==> config.mk <==
export PLATFORM = sky130hd
export DESIGN_NAME = sliding_window_path_length
export DESIGN_NICKNAME = d
export VERILOG_FILES = /design/src/hw/rtl/swpl_pkg.sv /design/src/hw/rtl/swpl_ram.sv /design/src/hw/rtl/swpl_isqrt.sv /design/src/hw/rtl/sliding_window_path_length.sv
export SDC_FILE = /design/constraint.sdc
export NUM_CORES = 2
export LEC_CHECK = 0
export ABC_CLOCK_PERIOD_IN_PS = 25600
export BUFFER_PORTS_ARGS = -buffer_cell sky130_fd_sc_hd__buf_4
export CORE_AREA = 4 4 388 390
export DETAILED_ROUTE_END_ITERATION = 10
export DIE_AREA = 0 0 392 394
export GPL_TIMING_DRIVEN = 1
export PLACE_DENSITY = 0.73
export SYNTH_ARGS = -nofsm -noshare
export SYNTH_HDL_FRONTEND = slang
export SYNTH_SLANG_ARGS = --single-unit
==> constraint.sdc <==
create_clock -name clk -period 25.6 [get_ports clk]
set_input_delay 1.28 -clock clk [delete_from_list [all_inputs] [get_ports clk]]
set_output_delay 1.28 -clock clk [all_outputs]
set_load 0.01 [all_outputs]
==> src/hw/rtl/swpl_pkg.sv <==
package swpl_pkg;

  // window geometry
  localparam int MAX_POINTS = 100;
  localparam int RING_DEPTH = MAX_POINTS - 2;
  localparam int HEAD_W     = $clog2(RING_DEPTH);
  localparam int COUNT_W    = $clog2(MAX_POINTS);

  // field widths
  localparam int COORD_W = 16;
  localparam int PATH_W  = 24;
  localparam int KEPT_W  = 7;

  // segment arithmetic: |d| fits 16 bits, sum of squares 33 bits, root 17 bits
  localparam int ABS_W    = 16;
  localparam int SUMSQ_W  = 2 * ABS_W + 1;
  localparam int ROOT_W   = 17;
  localparam int SEG_MAX  = 92681;
  localparam int TOTAL_W  = $clog2(RING_DEPTH * SEG_MAX + 1);
  localparam int SAT_W    = (TOTAL_W > PATH_W) ? TOTAL_W : PATH_W;
  localparam logic [PATH_W-1:0] LEN_MAX = '1;

  typedef struct packed {
    logic signed [COORD_W-1:0] x_coord;
    logic signed [COORD_W-1:0] y_coord;
  } point_t;

  typedef struct packed {
    logic [PATH_W-1:0] path_length;
    logic [KEPT_W-1:0] points_kept;
  } result_t;

  // handshake between the sequencer and the square root unit
  typedef struct packed {
    logic busy;
    logic done;
  } root_status_t;

endpackage

==> src/hw/rtl/swpl_ram.sv <==
module swpl_ram #(
  parameter int WIDTH = 8,
  parameter int DEPTH = 16
) (
  input  logic                     clk,
  input  logic                     we,
  input  logic [$clog2(DEPTH)-1:0] waddr,
  input  logic [WIDTH-1:0]         wdata,
  input  logic [$clog2(DEPTH)-1:0] raddr,
  output logic [WIDTH-1:0]         rdata
);

  logic [WIDTH-1:0] mem [DEPTH];

  // one write port, one registered read port
  always_ff @(posedge clk) begin
    if (we) begin
      mem[waddr] <= wdata;
    end
    rdata <= mem[raddr];
  end

endmodule

==> src/hw/rtl/swpl_isqrt.sv <==
module swpl_isqrt (
  input  logic                                 clk,
  input  logic                                 rst,
  input  logic                                 start,
  input  logic [swpl_pkg::SUMSQ_W-1:0]         radicand,
  output logic [swpl_pkg::ROOT_W-1:0]          root,
  output swpl_pkg::root_status_t               status
);

  localparam int RAD_W = 2 * swpl_pkg::ROOT_W;
  localparam int REM_W = swpl_pkg::ROOT_W + 4;
  localparam int CNT_W = $clog2(swpl_pkg::ROOT_W);

  logic [RAD_W-1:0] rad;
  logic [REM_W-1:0] rem;
  logic [CNT_W-1:0] cnt;
  logic             busy;
  logic             done;

  logic [REM_W-1:0] rem_sh;
  logic [REM_W-1:0] trial;
  logic             fits;

  // one result bit per cycle: bring down two radicand bits, try root*4+1
  always_comb begin
    rem_sh = {rem[REM_W-3:0], rad[RAD_W-1:RAD_W-2]};
    trial  = REM_W'({root, 2'b01});
    fits   = (rem_sh >= trial);
  end

  // control
  always_ff @(posedge clk) begin
    if (rst) begin
      busy <= 1'b0;
      done <= 1'b0;
      cnt  <= '0;
    end else begin
      done <= 1'b0;
      if (start) begin
        busy <= 1'b1;
        cnt  <= '0;
      end else if (busy) begin
        cnt <= cnt + 1'b1;
        if (cnt == CNT_W'(swpl_pkg::ROOT_W - 1)) begin
          busy <= 1'b0;
          done <= 1'b1;
        end
      end
    end
  end

  // datapath
  always_ff @(posedge clk) begin
    if (start) begin
      rad  <= RAD_W'(radicand);
      rem  <= '0;
      root <= '0;
    end else if (busy) begin
      rad <= {rad[RAD_W-3:0], 2'b00};
      if (fits) begin
        rem  <= rem_sh - trial;
        root <= {root[swpl_pkg::ROOT_W-2:0], 1'b1};
      end else begin
        rem  <= rem_sh;
        root <= {root[swpl_pkg::ROOT_W-2:0], 1'b0};
      end
    end
  end

  assign status.busy = busy;
  assign status.done = done;

endmodule

==> src/hw/rtl/sliding_window_path_length.sv <==
// flow: an accepted point passes the squaring, root start, root wait, add and done
//   states before its result word is registered (the first point after reset goes
//   straight to done), dominated by the bit-serial square root; a new point is taken
//   only in idle, so one shared 16x16 squarer and one square root unit serve each point in turn
// reset: synchronous, active high; clears the window, the sum and the last point,
//   the segment ring needs no clearing since each slot is written before it is read
module sliding_window_path_length (
  input  logic              clk,
  input  logic              rst,
  input  logic              point_valid,
  output logic              point_ready,
  input  swpl_pkg::point_t  point,
  output logic              result_valid,
  input  logic              result_ready,
  output swpl_pkg::result_t result
);

  typedef enum logic [6:0] {
    S_IDLE  = 7'b0000001,
    S_SQX   = 7'b0000010,
    S_SQY   = 7'b0000100,
    S_START = 7'b0001000,
    S_ROOT  = 7'b0010000,
    S_ADD   = 7'b0100000,
    S_DONE  = 7'b1000000
  } state_t;

  state_t state;

  logic signed [swpl_pkg::COORD_W-1:0] prev_x;
  logic signed [swpl_pkg::COORD_W-1:0] prev_y;
  logic [swpl_pkg::COUNT_W-1:0]        point_count;
  logic [swpl_pkg::HEAD_W-1:0]         ring_head;
  logic [swpl_pkg::TOTAL_W-1:0]        running_total;
  logic [swpl_pkg::ABS_W-1:0]          abs_x;
  logic [swpl_pkg::ABS_W-1:0]          abs_y;
  logic [swpl_pkg::SUMSQ_W-1:0]        sumsq;

  logic                                accept;
  logic                                full;
  logic [swpl_pkg::COORD_W:0]          dx;
  logic [swpl_pkg::COORD_W:0]          dy;
  logic [swpl_pkg::COORD_W:0]          dx_abs;
  logic [swpl_pkg::COORD_W:0]          dy_abs;
  logic [swpl_pkg::ABS_W-1:0]          mul_a;
  logic [2*swpl_pkg::ABS_W-1:0]        product;
  logic [swpl_pkg::SAT_W-1:0]          total_wide;
  logic [swpl_pkg::ROOT_W-1:0]         seg;
  logic [swpl_pkg::ROOT_W-1:0]         old_seg;
  swpl_pkg::root_status_t              root_status;

  assign point_ready = (state == S_IDLE);
  assign accept      = point_valid && point_ready;
  assign full        = (point_count == swpl_pkg::COUNT_W'(swpl_pkg::MAX_POINTS - 1));

  // differences to the previous point and their magnitudes
  always_comb begin
    dx     = {point.x_coord[swpl_pkg::COORD_W-1], point.x_coord}
             - {prev_x[swpl_pkg::COORD_W-1], prev_x};
    dy     = {point.y_coord[swpl_pkg::COORD_W-1], point.y_coord}
             - {prev_y[swpl_pkg::COORD_W-1], prev_y};
    dx_abs = dx[swpl_pkg::COORD_W] ? ('0 - dx) : dx;
    dy_abs = dy[swpl_pkg::COORD_W] ? ('0 - dy) : dy;
  end

  // shared squarer: x in one cycle, y in the next
  assign mul_a   = (state == S_SQX) ? abs_x : abs_y;
  assign product = mul_a * mul_a;

  // sequencer
  always_ff @(posedge clk) begin
    if (rst) begin
      state <= S_IDLE;
    end else begin
      unique case (state)
        S_IDLE: begin
          if (accept) begin
            state <= (point_count == '0) ? S_DONE : S_SQX;
          end
        end
        S_SQX:   state <= S_SQY;
        S_SQY:   state <= S_START;
        S_START: state <= S_ROOT;
        S_ROOT: begin
          if (root_status.done) begin
            state <= S_ADD;
          end
        end
        S_ADD:   state <= S_DONE;
        S_DONE: begin
          if (!result_valid || result_ready) begin
            state <= S_IDLE;
          end
        end
        default: state <= S_IDLE;
      endcase
    end
  end

  // window state
  always_ff @(posedge clk) begin
    if (rst) begin
      prev_x        <= '0;
      prev_y        <= '0;
      point_count   <= '0;
      ring_head     <= '0;
      running_total <= '0;
    end else begin
      if (accept) begin
        prev_x <= point.x_coord;
        prev_y <= point.y_coord;
        if (point_count == '0) begin
          point_count <= swpl_pkg::COUNT_W'(1);
        end
      end
      // oldest segment leaves the sum once the window is full
      if (state == S_SQY && full) begin
        running_total <= running_total - swpl_pkg::TOTAL_W'(old_seg);
      end
      if (state == S_ADD) begin
        running_total <= running_total + swpl_pkg::TOTAL_W'(seg);
        if (!full) begin
          point_count <= point_count + 1'b1;
        end
        if (ring_head == swpl_pkg::HEAD_W'(swpl_pkg::RING_DEPTH - 1)) begin
          ring_head <= '0;
        end else begin
          ring_head <= ring_head + 1'b1;
        end
      end
    end
  end

  // segment operands
  always_ff @(posedge clk) begin
    if (accept) begin
      abs_x <= dx_abs[swpl_pkg::ABS_W-1:0];
      abs_y <= dy_abs[swpl_pkg::ABS_W-1:0];
    end
    if (state == S_SQX) begin
      sumsq <= swpl_pkg::SUMSQ_W'(product);
    end else if (state == S_SQY) begin
      sumsq <= sumsq + swpl_pkg::SUMSQ_W'(product);
    end
  end

  swpl_isqrt u_isqrt (
    .clk      (clk),
    .rst      (rst),
    .start    (state == S_START),
    .radicand (sumsq),
    .root     (seg),
    .status   (root_status)
  );

  // ring of segment lengths, oldest slot read while squaring
  swpl_ram #(
    .WIDTH (swpl_pkg::ROOT_W),
    .DEPTH (swpl_pkg::RING_DEPTH)
  ) u_ring (
    .clk   (clk),
    .we    (state == S_ADD),
    .waddr (ring_head),
    .wdata (seg),
    .raddr (ring_head),
    .rdata (old_seg)
  );

  // output word register
  assign total_wide = swpl_pkg::SAT_W'(running_total);

  always_ff @(posedge clk) begin
    if (rst) begin
      result_valid <= 1'b0;
    end else if (state == S_DONE && (!result_valid || result_ready)) begin
      result_valid <= 1'b1;
    end else if (result_ready) begin
      result_valid <= 1'b0;
    end
  end

  always_ff @(posedge clk) begin
    if (state == S_DONE && (!result_valid || result_ready)) begin
      result.path_length <= (total_wide > swpl_pkg::SAT_W'(swpl_pkg::LEN_MAX))
                            ? swpl_pkg::LEN_MAX
                            : swpl_pkg::PATH_W'(total_wide);
      result.points_kept <= swpl_pkg::KEPT_W'(point_count);
    end
  end

`ifndef SYNTHESIS
  a_count_bound: assert property (@(posedge clk) disable iff (rst)
    point_count <= swpl_pkg::COUNT_W'(swpl_pkg::MAX_POINTS - 1))
    else $error("window holds too many points");

  a_head_bound: assert property (@(posedge clk) disable iff (rst)
    ring_head <= swpl_pkg::HEAD_W'(swpl_pkg::RING_DEPTH - 1))
    else $error("ring head out of range");

  a_root_done: assert property (@(posedge clk) disable iff (rst)
    root_status.done |-> (state == S_ROOT))
    else $error("square root finished outside its wait state");

  a_root_busy: assert property (@(posedge clk) disable iff (rst)
    root_status.busy |-> (state == S_ROOT))
    else $error("square root running outside its wait state");

  a_empty_total: assert property (@(posedge clk) disable iff (rst)
    (point_count <= swpl_pkg::COUNT_W'(1)) |-> (running_total == '0))
    else $error("nonzero length with fewer than two points");
`endif

endmodule
==> flow_summary.json <==
{
  "wirelength_um": 224000,
  "r2r_slack_ns": 15.51,
  "clock_latency_ns": 0.83,
  "synthAdderAreaFrac_pct": 7.15,
  "io_pins": 69,
  "syn_area_per_cell_um2": 14.2,
  "die_w_um": 392,
  "num_vias": 52700,
  "grt_pass1_wl_um": 331000,
  "drt_iter0_drc": 6374,
  "hold_path.class": "register to register",
  "finClkSkew_ns": 0.0717,
  "layout_commonest_cell": "edfxtp_1",
  "netlist-cell-type-count": 89,
  "crit_type": "register to register",
  "synthCells": 5859,
  "clock_path_buffers": 3,
  "antenna_found_initial": 6,
  "grt_max_degree": 111,
  "worst_path_most_repeated_cell": "fa_1",
  "clkSinkCount": 1934,
  "fin_ws_ns": 15.51,
  "grt-ovfl-total": 0,
  "cp.arrival_ns": 10.62,
  "rows": 141,
  "drv_slew": 0,
  "setup_violations": 0,
  "fmax_mhz": 99.1,
  "maxCapViolations": 0,
  "initial_utilization_pct": 56.7,
  "cts_resized": 0,
  "routedWlPerCell_um": 27.8,
  "cp_max_fo": 55,
  "numCtsBuffers": 187,
  "nFillCells": 10600,
  "grt_setup_unrepaired": "no",
  "syn_nets": 6274,
  "synthXorXnorAreaFrac_pct": 1.82,
  "max_slew_margin_pct": 17.0,
  "placed_cells": 7705,
  "synth_ff_type": "edfxtp_1",
  "die_y_um": 394,
  "core_region_area_mm2": 0.147,
  "slowest_delay_ns": 0.85,
  "tightest_slew_ns": 1.23,
  "ys_seq_elements": 1934,
  "ctsHoldBuffers": 0,
  "synth_top_area_share_pct": 64.5,
  "place.gp.congestion": 0.914,
  "synth_top_family_by_area": "compound AO/OA/AOI/OAI gates",
  "cts.htree.levels": 4,
  "route.detailed.drc": 0,
  "most-common-layout-cells": "edfxtp_1 (1794), a22oi_1 (672), nand2_1 (401)",
  "tns_ns": 0,
  "post-place-ws_ns": 15.50,
  "synth_area_leader_cell": "edfxtp_1",
  "final_nets": 6379,
  "ys_async_sr_fraction_pct": 0,
  "layout_min_cycle_time_ns": 10.09,
  "yosysSeqAreaShare_pct": 67.9,
  "vias_per_cell": 6.55,
  "drtPass1Iterations": 6,
  "layout-drive-gt1-share_pct": 9.93,
  "yosysWarnings": 0,
  "cts_tree": "yes",
  "synth-compound-area-share_pct": 13.1,
  "worstSetupStartpointType": "register",
  "hold_viol_final": 0,
  "stdcell_count": 8053,
  "ant_nets": 0,
  "cts-root-buf": "clkbuf_16",
  "yosys.area_share.simple_pct": 6.25,
  "dp_hpwl_um": 133000,
  "cp-end-kind": "register",
  "yosys-top-cells-area": "edfxtp_1 (65%), a22oi_1 (6.0%), fa_1 (3.9%)",
  "port-buffer-count": 68,
  "path_clk_slew_ns": 0.06,
  "fin_crit_sh_pct": 39.4,
  "status": "finished, final reports clean",
  "grt_pass1_vias": 51500,
  "cp.required_ns": 26.13,
  "cp_slowest_cell": "mux2i_1",
  "syn_area_mm2": 0.0835,
  "grt_use_total_pct": 28.6,
  "area_growth_pct": 11.0,
  "post_cts_buffers": 0,
  "synth_edf_count": 1794,
  "dieArea_mm2": 0.154,
  "synthMuxAreaShare_pct": 0.786
}
-- cell families after synthesis --
logic type | Yosys count
xor gates and xnor gates | 173
adders and majority gates | 379
DFF | 1934
muxes | 63
buffers and inverters | 650
AOI/OAI and AO/OA | 1520
and+or+nand+nor | 1140
-- area by class of cell --
| class | instances | area, um2 | share of cell area [%] |
|---|---|---|---|
| diodes | 2 | 5.00 | 0.00540 |
| flip-flops and latches | 1934 | 56700 | 61.2 |
| well taps | 1930 | 2410 | 2.61 |
| clock buffers | 225 | 4860 | 5.25 |
| multi-input cells | 3275 | 24400 | 26.3 |
| clock inverters | 121 | 1060 | 1.15 |
| repair buffers | 249 | 1980 | 2.14 |
| inverters | 317 | 1190 | 1.28 |
-- Yosys cell counts (all sizes together) (67+ instances only) --
cell type / n
ha: 216
buf: 95
edfxtp: 1794
a22oi: 672
xor2: 75
a21oi: 224
a221oi: 76
clkbuf: 238
nand2: 401
a41oi: 93
o21ai: 114
fa: 163
inv: 309
a31oi: 67
nand4: 89
nor2: 364
a22o: 76
dfxtp: 140
xnor2: 98
-- state kept, by name, indices dropped and copies added (netlist names) --
register / count
result: 31
ring_head: 7
state: 7
prev_y: 16
prev_x: 16
result_valid: 1
u_isqrt.root: 17
u_isqrt.done: 1
u_isqrt.busy: 1
u_isqrt.cnt: 5
sumsq: 33
u_isqrt.rad: 34
abs_y: 16
running_total: 24
u_isqrt.rem: 19
point_count: 7
u_ring.rdata: 17
u_ring.mem: 1666
abs_x: 16
-- final timing paths --
check | endpoint | startpoint | cells after the start
worst max-delay path | sumsq[31] | state[4] | 34
worst min-delay path | result[30] | running_total[23] | 0
worst max register to register | sumsq[31] | state[4] | 34
worst min register to register | result[30] | running_total[23] | 0
-- critical path: cells and delay by family (launching register included) --
family | cells | cell delay [ns]
adders and majority gates | 8 | 3.64
DFF | 1 | 0.48
xor gates and xnor gates | 2 | 0.31
and+or+nand+nor | 5 | 1.06
AOI/OAI and AO/OA | 13 | 2.22
muxes | 1 | 0.85
buffers and inverters | 5 | 1.25
-- routing by layer --
| metal | share of wire (%) | track usage [%] | wire (um) | up-vias |
|---|---|---|---|---|
| met2 | 47 | 45.6 | 106000 | 3190 |
| li1 | - | - | - | 22800 |
| met4 | 5.2 | 13.3 | 11700 | 4 |
| met5 | 0.010 | 0 | 23 | - |
| met1 | 37 | 38.1 | 82000 | 26100 |
| met3 | 11 | 6.01 | 24900 | 554 |
-- through the flow --
stage,cell area (um2),util (%),hold slack (ns)
after floorplan,83500,-,0.434
after global placement,86700,58.9,0.433
after detailed placement,86700,58.9,0.439
after CTS,92700,63.0,0.454
after global routing,92700,63.0,0.464
final,92700,63.0,0.453
Power is not shown: default switching activity piles up to over one toggle a cycle in this logic, so the estimate is an artifact.
